**src/rtl/core/csk_pkg.sv**
```systemverilog
`timescale 1ns / 1ps
// ----------------------------------------------------------------------------
// csk_pkg
// Shared types and constants of the count-sketch signature block.
// ----------------------------------------------------------------------------
package csk_pkg;

  // sizes
  localparam int MAX_LENGTH = 4096;
  localparam int BUCKETS    = 16;
  localparam int CNT_W      = $clog2(MAX_LENGTH);
  localparam int LEN_W      = 13;
  localparam int BKT_W      = $clog2(BUCKETS);
  localparam int SAMPLE_W   = 16;
  localparam int SQ_W       = 2 * SAMPLE_W - 1;
  localparam int SUM_W      = 28;
  localparam int NORM_W     = 43;
  localparam int SIGN_BIT   = 8;

  // depth of the hash pipe in the front
  localparam int HASH_STAGES = 5;

  // queue between hash front and accumulate back
  localparam int QDEPTH = 8;
  localparam int QPTR_W = $clog2(QDEPTH);
  localparam int OCC_W  = $clog2(QDEPTH + 1);

  // reset value of the length register
  localparam logic [LEN_W-1:0] LEN_RESET = LEN_W'(MAX_LENGTH);

  // splitmix64 finaliser constants
  localparam logic [63:0] HASH_SALT   = 64'h454e50434f524553;
  localparam logic [63:0] HASH_GOLDEN = 64'h9e3779b97f4a7c15;
  localparam logic [63:0] HASH_MIX1   = 64'hbf58476d1ce4e5b9;
  localparam logic [63:0] HASH_MIX2   = 64'h94d049bb133111eb;
  localparam logic [63:0] HASH_BASE   = HASH_SALT + HASH_GOLDEN;
  localparam int          SHR_A       = 30;
  localparam int          SHR_B       = 27;
  localparam int          SHR_C       = 31;

  // one classified element, as queued
  typedef struct packed {
    logic signed [SAMPLE_W-1:0] sample;
    logic [SQ_W-1:0]            sq;
    logic [BKT_W-1:0]           bucket;
    logic                       add;
    logic                       last;
  } entry_t;

endpackage

```
**src/rtl/core/csk_front.sv**
```systemverilog
`timescale 1ns / 1ps
// ----------------------------------------------------------------------------
// csk_front
// Accepts samples, counts elements, hashes the index to bucket and sign.
// ----------------------------------------------------------------------------
module csk_front (
  input  logic                                clk,
  input  logic                                rst_n,
  input  logic                                in_valid,
  output logic                                in_ready,
  input  logic signed [csk_pkg::SAMPLE_W-1:0] in_sample,
  input  logic                                cfg_valid,
  output logic                                cfg_ready,
  input  logic [csk_pkg::LEN_W-1:0]           cfg_vector_length,
  input  logic                                q_pop,
  output logic                                push,
  output csk_pkg::entry_t                     push_entry
);
  import csk_pkg::*;

  typedef struct packed {
    logic signed [SAMPLE_W-1:0] sample;
    logic [SQ_W-1:0]            sq;
    logic                       last;
  } side_t;

  logic [LEN_W-1:0]       len_r;
  logic [CNT_W-1:0]       count_r;
  logic [OCC_W-1:0]       occ_r;
  logic [HASH_STAGES-1:0] vld_r;
  side_t                  side_r [HASH_STAGES];

  logic [63:0] mix_a_r, mix_b_r, ll1_r, ll2_r;
  logic [31:0] x1_r, x2_r;
  logic [BKT_W-1:0] bkt_r;
  logic        add_r;

  logic                 accept;
  logic [LEN_W-1:0]     eff_len;
  logic [LEN_W-1:0]     count_inc;
  logic                 last_elem;
  logic [63:0]          hu, w, v, h;
  logic signed [31:0]   sq_full;

  assign cfg_ready = 1'b1;
  assign in_ready  = (occ_r < OCC_W'(QDEPTH));
  assign accept    = in_valid & in_ready;

  // effective length: zero acts as one, clamp at the maximum
  always_comb begin
    if (len_r == '0) begin
      eff_len = LEN_W'(1);
    end else if (len_r > LEN_W'(MAX_LENGTH)) begin
      eff_len = LEN_W'(MAX_LENGTH);
    end else begin
      eff_len = len_r;
    end
  end

  assign count_inc = {1'b0, count_r} + LEN_W'(1);
  assign last_elem = (count_inc >= eff_len);

  // control: length register, element counter, credit count, stage valids
  always_ff @(posedge clk) begin
    if (!rst_n) begin
      len_r   <= LEN_RESET;
      count_r <= '0;
      occ_r   <= '0;
      vld_r   <= '0;
    end else begin
      if (cfg_valid) begin
        len_r <= cfg_vector_length;
      end
      if (accept) begin
        count_r <= last_elem ? '0 : count_inc[CNT_W-1:0];
      end
      occ_r <= occ_r + OCC_W'(accept) - OCC_W'(q_pop);
      vld_r <= {vld_r[HASH_STAGES-2:0], accept};
    end
  end

  // hash datapath
  assign hu      = HASH_BASE + {{(64-CNT_W){1'b0}}, count_r};
  assign sq_full = in_sample * in_sample;
  assign w       = ll1_r + {x1_r, 32'd0};
  assign v       = ll2_r + {x2_r, 32'd0};
  assign h       = v ^ (v >> SHR_C);

  always_ff @(posedge clk) begin
    // stage 1: salted index, first xor-shift, square of the sample
    mix_a_r        <= hu ^ (hu >> SHR_A);
    side_r[0].sample <= in_sample;
    side_r[0].sq     <= sq_full[SQ_W-1:0];
    side_r[0].last   <= last_elem;
    // stage 2: 64-bit product mod 2^64 as partial products
    ll1_r <= mix_a_r[31:0] * HASH_MIX1[31:0];
    x1_r  <= 32'(mix_a_r[31:0] * HASH_MIX1[63:32])
           + 32'(mix_a_r[63:32] * HASH_MIX1[31:0]);
    // stage 3: fold partial products, second xor-shift
    mix_b_r <= w ^ (w >> SHR_B);
    // stage 4: second multiply
    ll2_r <= mix_b_r[31:0] * HASH_MIX2[31:0];
    x2_r  <= 32'(mix_b_r[31:0] * HASH_MIX2[63:32])
           + 32'(mix_b_r[63:32] * HASH_MIX2[31:0]);
    // stage 5: final xor-shift, bucket and sign
    bkt_r <= h[BKT_W-1:0];
    add_r <= h[SIGN_BIT];
    for (int i = 1; i < HASH_STAGES; i++) begin
      side_r[i] <= side_r[i-1];
    end
  end

  assign push              = vld_r[HASH_STAGES-1];
  assign push_entry.sample = side_r[HASH_STAGES-1].sample;
  assign push_entry.sq     = side_r[HASH_STAGES-1].sq;
  assign push_entry.last   = side_r[HASH_STAGES-1].last;
  assign push_entry.bucket = bkt_r;
  assign push_entry.add    = add_r;

endmodule

```
**src/rtl/core/csk_queue.sv**
```systemverilog
`timescale 1ns / 1ps
// ----------------------------------------------------------------------------
// csk_queue
// Short FIFO of classified words between the hash front and the back end.
// ----------------------------------------------------------------------------
module csk_queue (
  input  logic            clk,
  input  logic            rst_n,
  input  logic            push,
  input  csk_pkg::entry_t push_entry,
  input  logic            pop,
  output logic            empty,
  output csk_pkg::entry_t head
);
  import csk_pkg::*;

  entry_t            mem_r [QDEPTH];
  logic [QPTR_W-1:0] wr_ptr_r, rd_ptr_r;
  logic [OCC_W-1:0]  cnt_r;

  assign empty = (cnt_r == '0);
  assign head  = mem_r[rd_ptr_r];

  // pointers and fill level; the front never pushes into a full queue
  always_ff @(posedge clk) begin
    if (!rst_n) begin
      wr_ptr_r <= '0;
      rd_ptr_r <= '0;
      cnt_r    <= '0;
    end else begin
      if (push) begin
        wr_ptr_r <= wr_ptr_r + QPTR_W'(1);
      end
      if (pop) begin
        rd_ptr_r <= rd_ptr_r + QPTR_W'(1);
      end
      cnt_r <= cnt_r + OCC_W'(push) - OCC_W'(pop);
    end
  end

  // storage
  always_ff @(posedge clk) begin
    if (push) begin
      mem_r[wr_ptr_r] <= push_entry;
    end
  end

endmodule

```
**src/rtl/core/csk_back.sv**
```systemverilog
`timescale 1ns / 1ps
// ----------------------------------------------------------------------------
// csk_back
// Accumulates bucket sums, signs and norm; emits one word per bucket per run.
// ----------------------------------------------------------------------------
module csk_back (
  input  logic                             clk,
  input  logic                             rst_n,
  input  logic                             q_empty,
  input  csk_pkg::entry_t                  q_head,
  output logic                             q_pop,
  output logic                             out_valid,
  input  logic                             out_ready,
  output logic [csk_pkg::BKT_W-1:0]        out_bucket_index,
  output logic signed [csk_pkg::SUM_W-1:0] out_bucket_sum,
  output logic [csk_pkg::BUCKETS-1:0]      out_sign_signature,
  output logic [csk_pkg::NORM_W-1:0]       out_squared_norm,
  output logic                             out_last_of_run
);
  import csk_pkg::*;

  typedef enum logic {ST_ACC, ST_EMIT} state_t;

  state_t                   state_r;
  logic signed [SUM_W-1:0]  sums_r [BUCKETS];
  logic [BUCKETS-1:0]       sig_r;
  logic [NORM_W-1:0]        norm_r;
  logic [BKT_W-1:0]         idx_r;
  logic                     out_valid_r;
  logic [BKT_W-1:0]         out_idx_r;
  logic signed [SUM_W-1:0]  out_sum_r;
  logic [BUCKETS-1:0]       out_sig_r;
  logic [NORM_W-1:0]        out_norm_r;
  logic                     out_last_r;

  logic [BKT_W-1:0]         rd_addr;
  logic signed [SUM_W-1:0]  rd_sum;
  logic signed [SUM_W-1:0]  delta;
  logic signed [SUM_W-1:0]  new_sum;
  logic                     emit_go;
  logic                     emit_last;

  // single read port: bucket under update, or bucket being reported
  assign rd_addr   = (state_r == ST_EMIT) ? idx_r : q_head.bucket;
  assign rd_sum    = sums_r[rd_addr];
  assign delta     = SUM_W'(q_head.sample);
  assign new_sum   = q_head.add ? rd_sum + delta : rd_sum - delta;

  assign q_pop     = (state_r == ST_ACC) && !q_empty;
  assign emit_go   = (state_r == ST_EMIT) && (!out_valid_r || out_ready);
  assign emit_last = (idx_r == BKT_W'(BUCKETS - 1));

  // sequencer, accumulators and output register
  always_ff @(posedge clk) begin
    if (!rst_n) begin
      state_r     <= ST_ACC;
      idx_r       <= '0;
      sig_r       <= '1;
      norm_r      <= '0;
      out_valid_r <= 1'b0;
      for (int b = 0; b < BUCKETS; b++) begin
        sums_r[b] <= '0;
      end
    end else begin
      // output word: loaded on emit, dropped once taken
      if (emit_go) begin
        out_valid_r <= 1'b1;
      end else if (out_ready) begin
        out_valid_r <= 1'b0;
      end
      unique case (state_r)
        ST_ACC: begin
          if (q_pop) begin
            sums_r[q_head.bucket] <= new_sum;
            sig_r[q_head.bucket]  <= ~new_sum[SUM_W-1];
            norm_r                <= norm_r + NORM_W'(q_head.sq);
            if (q_head.last) begin
              idx_r   <= '0;
              state_r <= ST_EMIT;
            end
          end
        end
        ST_EMIT: begin
          if (emit_go) begin
            idx_r <= idx_r + BKT_W'(1);
            // last bucket reported: clear for the next vector
            if (emit_last) begin
              sig_r   <= '1;
              norm_r  <= '0;
              state_r <= ST_ACC;
              for (int b = 0; b < BUCKETS; b++) begin
                sums_r[b] <= '0;
              end
            end
          end
        end
        default: state_r <= ST_ACC;
      endcase
    end
  end

  // output payload
  always_ff @(posedge clk) begin
    if (emit_go) begin
      out_idx_r  <= idx_r;
      out_sum_r  <= rd_sum;
      out_sig_r  <= sig_r;
      out_norm_r <= norm_r;
      out_last_r <= emit_last;
    end
  end

  assign out_valid          = out_valid_r;
  assign out_bucket_index   = out_idx_r;
  assign out_bucket_sum     = out_sum_r;
  assign out_sign_signature = out_sig_r;
  assign out_squared_norm   = out_norm_r;
  assign out_last_of_run    = out_last_r;

endmodule

```
**src/rtl/core/count_sketch_signature.sv**
```systemverilog
`timescale 1ns / 1ps
// ----------------------------------------------------------------------------
// count_sketch_signature
// Count-sketch of a sample stream into 16 signed buckets with squared norm.
// ----------------------------------------------------------------------------
// Throughput: one element per cycle while the queue has room and the back end
//   accumulates, set by the single bucket update per cycle. A vector's first
//   result passes the 5-stage hash pipe, queue and back end; then 16 results,
//   one per cycle while out_ready is high. Meanwhile the back end takes no words,
//   so the 8-entry queue fills and the input stalls after at most 8 more elements.
// Reset: vector length 4096, element count, sums and norm cleared at once.
module count_sketch_signature (
  input  logic                                clk,
  input  logic                                rst_n,
  input  logic                                in_valid,
  output logic                                in_ready,
  input  logic signed [csk_pkg::SAMPLE_W-1:0] in_sample,
  input  logic                                cfg_valid,
  output logic                                cfg_ready,
  input  logic [csk_pkg::LEN_W-1:0]           cfg_vector_length,
  output logic                                out_valid,
  input  logic                                out_ready,
  output logic [csk_pkg::BKT_W-1:0]           out_bucket_index,
  output logic signed [csk_pkg::SUM_W-1:0]    out_bucket_sum,
  output logic [csk_pkg::BUCKETS-1:0]         out_sign_signature,
  output logic [csk_pkg::NORM_W-1:0]          out_squared_norm,
  output logic                                out_last_of_run
);
  import csk_pkg::*;

  logic   push, q_pop, q_empty;
  entry_t push_entry, q_head;

  // index hashing front
  csk_front u_front (
    .clk               (clk),
    .rst_n             (rst_n),
    .in_valid          (in_valid),
    .in_ready          (in_ready),
    .in_sample         (in_sample),
    .cfg_valid         (cfg_valid),
    .cfg_ready         (cfg_ready),
    .cfg_vector_length (cfg_vector_length),
    .q_pop             (q_pop),
    .push              (push),
    .push_entry        (push_entry)
  );

  // decoupling queue
  csk_queue u_queue (
    .clk        (clk),
    .rst_n      (rst_n),
    .push       (push),
    .push_entry (push_entry),
    .pop        (q_pop),
    .empty      (q_empty),
    .head       (q_head)
  );

  // accumulate and report
  csk_back u_back (
    .clk                (clk),
    .rst_n              (rst_n),
    .q_empty            (q_empty),
    .q_head             (q_head),
    .q_pop              (q_pop),
    .out_valid          (out_valid),
    .out_ready          (out_ready),
    .out_bucket_index   (out_bucket_index),
    .out_bucket_sum     (out_bucket_sum),
    .out_sign_signature (out_sign_signature),
    .out_squared_norm   (out_squared_norm),
    .out_last_of_run    (out_last_of_run)
  );

endmodule
```
**config.mk**
```make
export PLATFORM = sky130hd
export DESIGN_NAME = count_sketch_signature
export DESIGN_NICKNAME = d
export VERILOG_FILES = /design/src/rtl/core/csk_pkg.sv /design/src/rtl/core/csk_front.sv /design/src/rtl/core/csk_queue.sv /design/src/rtl/core/csk_back.sv /design/src/rtl/core/count_sketch_signature.sv
export SDC_FILE = /design/constraint.sdc
export NUM_CORES = 2
export LEC_CHECK = 0
export BUFFER_PORTS_ARGS = -buffer_cell sky130_fd_sc_hd__buf_2
export CAP_MARGIN = 0
export CORE_AREA = 2 2 408 511
export DETAILED_ROUTE_END_ITERATION = 10
export DIE_AREA = 0 0 410 513
export GPL_TIMING_DRIVEN = 0
export MAX_ROUTING_LAYER = met4
export PLACE_DENSITY_LB_ADDON = 0.12
export SYNTH_ARGS = -nofsm -noshare
export SYNTH_HDL_FRONTEND = slang
export SYNTH_SLANG_ARGS = --single-unit
```
**constraint.sdc**
```tcl
create_clock -name clk -period 9.8 [get_ports clk]
set_clock_uncertainty 0.05 [all_clocks]
set_input_delay 0.49 -clock clk [delete_from_list [all_inputs] [get_ports clk]]
set_output_delay 0.49 -clock clk [all_outputs]
set_load 0.01 [all_outputs]
```
==> impl_metrics.py <==
metrics = {
    "detailed_routing": {
        "firstDrtPassIters": 5,
        "wirelength_mm": 241,
        "wl_per_cell_microns": 22.6,
        "drtIter0Drc": 3146,
        "detail-route-antenna-nets": 0,
        "num_vias": 55200,
        "vias_per_cell": 5.18,
        "drcViolationCount": 0,
    },
    "sta": {
        "worst_slack_ns": 0.370,
        "slew-limit-headroom_pct": 6.14,
        "period_share_pct": 96.2,
        "tightest_slew_ns": 1.41,
        "hold_viol": 0,
        "min_period_ns": 9.43,
        "slew_violations": 0,
        "setup-violations-final": 0,
        "max_freq_mhz": 106,
        "rsz0062_at_grt": "true",
        "hold_ws_ns": 0.0484,
    },
    "floorplanning": {
        "row_count": 186,
        "die_h_microns": 513,
        "start_util_pct": 44.9,
        "dieArea_sq_mm": 0.210,
        "dieWidth_microns": 410,
        "core_sq_mm": 0.205,
        "top_level_ports": 129,
    },
    "cells_and_area": {
        "fillers": 18200,
        "final_common_cell": "inv_1",
        "multi_input_area_sq_mm": 0.0474,
        "layout.cells.non_filler": 10700,
        "syn2layout_area_growth_pct": 10.4,
        "drive_gt1_share_pct": 9.02,
        "regArea_sq_mm": 0.0385,
        "nets": 9558,
        "layout_common_cells": "1403 x inv_1, 948 x edfxtp_1, 905 x ha_1",
    },
    "logic_synthesis": {
        "synth_cell_types": 75,
        "synth_area_per_cell_sq_um": 12.3,
        "ys_seq_elements": 1451,
        "synthArstFlopShare_pct": 0,
        "ys.flop_type": "edfxtp_1",
        "ys_warn_count": 0,
        "seq_area_frac_synth_pct": 41.9,
        "syn-num-nets": 9228,
        "synth-edff-count": 948,
        "syn_area_sq_mm": 0.0920,
        "synth_cells": 7478,
    },
    "placed_design": {
        "placed_cells": 10400,
        "gp_congestion": 0.897,
        "post-dp-hpwl_mm": 186,
        "dp_slack_ns": -0.841,
        "port-buffer-count": 126,
    },
    "worst_setup_path": {
        "required_ns": 10.38,
        "crit_family": "adder cells",
        "cp_common_cell": "inv_1",
        "reg2reg_to": "u_front.x1_r[31]",
        "rr_startpoint": "u_front.mix_a_r[12]",
        "cp_slowest_cell": "inv_1",
        "end_kind": "register",
        "path_max_fanout": 23,
        "r2r_slack_ns": 0.37,
        "slowest_delay_ns": 0.91,
        "rr_worst_depth": 29,
        "cp.arrival_ns": 10.01,
        "criticalPathCategory": "reg2reg",
        "cp.buffers_inverters": 10,
        "worstSetupStartpointType": "register",
    },
    "global_routing": {
        "grt_pass1_vias": 58800,
        "grt_pass1_wl_mm": 364,
        "grtUsageTotal_pct": 24.0,
        "gr-total-overflow": 0,
        "antenna_found_initial": 7,
        "grt_max_degree": 54,
    },
    "clock_network": {
        "h-tree-depth": 4,
        "numClockSinks": 1451,
        "cts_tree": "done",
        "cts_root_buf": "clkbuf_16",
        "clkSlewWorstSetupHoldPaths_ns": 0.06,
        "clk_path_buf_depth": 3,
        "insertion_delay_ns": 0.78,
        "numCtsBuffers": 139,
    },
    "outcome": {
        "status": "complete, no violations",
    },
    "min_path": {
        "holdPathEnd": "u_front.len_r[1]",
        "whs_path_depth": 3,
        "hp-start": "cfg_vector_length[1]",
        "min_path_type": "in2reg",
    },
    "job": {
        "cap_viol_max_count": 0,
    },
}
[worst max path at each step]
stage,startpoint,endpoint,slack (ns),cells after the start
after floorplan,u_front.mix_a_r[12],u_front.x1_r[31],1.69,28
after global placement,u_front.mix_a_r[12],u_front.x1_r[31],-1.44,28
after detailed placement,u_front.mix_a_r[11],u_front.x1_r[31],-0.84,28
after CTS,u_front.mix_a_r[11],u_front.x1_r[31],0.09,28
after global routing,u_front.mix_a_r[12],u_front.x1_r[31],-0.08,29
final,u_front.mix_a_r[12],u_front.x1_r[31],0.37,29
[sequential cells by signal (all words and copies together) (netlist names), 12 cells and up, named ones only]
signal                     count
u_front.count_r               12
u_back.norm_r                 43
u_back.sig_r                  16
u_front.side_r               230
u_front.ll2_r                 14
u_front.x1_r                  32
u_back.sums_r                448
u_back.out_bucket_sum         28
u_back.out_sign_signature     16
u_front.ll1_r                 49
u_front.len_r                 13
u_front.mix_a_r               13
u_front.mix_b_r               40
u_queue.mem_r                408
u_back.out_squared_norm       43
[worst register-to-register path: cells and delay by family (launching register included)]
kind,cells,cell delay [ns]
and+or+nand+nor,2,0.56
DFF,1,0.33
adders and majority gates,10,4.41
buffers and inverters,10,1.68
AOI/OAI and AO/OA,7,2.27
[layer usage]
layer  track usage, %  share of wire, %  routed length [microns]  vias up
met5                -                 0                        0        -
met4             8.76               4.0                     9540        0
li1                 -                 -                        -    25600
met2             42.1                52                   125000     1353
met1             28.5                40                    97200    27900
met3             2.32               3.9                     9320      392
[synth_stat cells (24+ instances only)]
cell,instances,area share (%)
a211oi_1,36,0.29
nor2_1,600,2.4
mux4_2,213,5.2
nor2b_1,98,0.67
xor2_1,109,1.0
edfxtp_1,948,31
a21o_1,92,0.75
nand2b_1,38,0.26
o21ai_0,133,0.72
clkbuf_1,168,0.69
o21bai_1,30,0.24
nor3_1,81,0.44
mux2_2,37,0.45
inv_1,1404,5.7
ha_1,906,12
and2_1,75,0.51
buf_1,24,0.098
nand3_1,56,0.30
dfxtp_1,503,11
fa_1,810,18
o21a_1,47,0.38
nand2_1,215,0.88
a21oi_1,216,1.2
mux2i_1,71,0.77
xnor2_1,249,2.4
[repair_timing]
item	in CTS	in global routing
setup endpoints to repair	13	12
buffers inserted	0	5
hold endpoints to repair	18	0
hold buffers	18	0
gates resized for setup	2	2
[through the flow]
stage / setup TNS (ns) / utilization, % / instance area, sq um
CTS: 0 / 49.5 / 102000
global route: -0.0773 / 49.5 / 102000
floorplan: 0 / - / 92000
finish: 0 / 49.5 / 102000
global placement: -19.93 / 46.8 / 96000
detailed placement: -4.32 / 47.2 / 96900
[layout make-up]
type / count / share of cell area, %
clock buffers: 186 / 3.80
plain buffers: 220 / 0.909
clock inverters: 65 / 0.589
multi-input cells: 4403 / 46.6
well taps: 2726 / 3.36
diodes: 6 / 0.0148
inverters: 1404 / 5.19
flip-flops and latches: 1451 / 37.9
repair buffers: 189 / 1.57
[kinds of logic after synthesis]
logic type	count (synthesis)	synth area share (%)
adders and majority gates	1716	30.0
muxes	325	6.52
xor gates and xnor gates	360	3.46
other	1	0.00408
buffers and inverters	1624	6.73
DFF	1451	41.9
and+or+nand+nor	1275	6.34
AOI/OAI and AO/OA	726	5.09
Power is not shown: default switching activity piles up to over one toggle a cycle in this logic, so the estimate is an artifact.
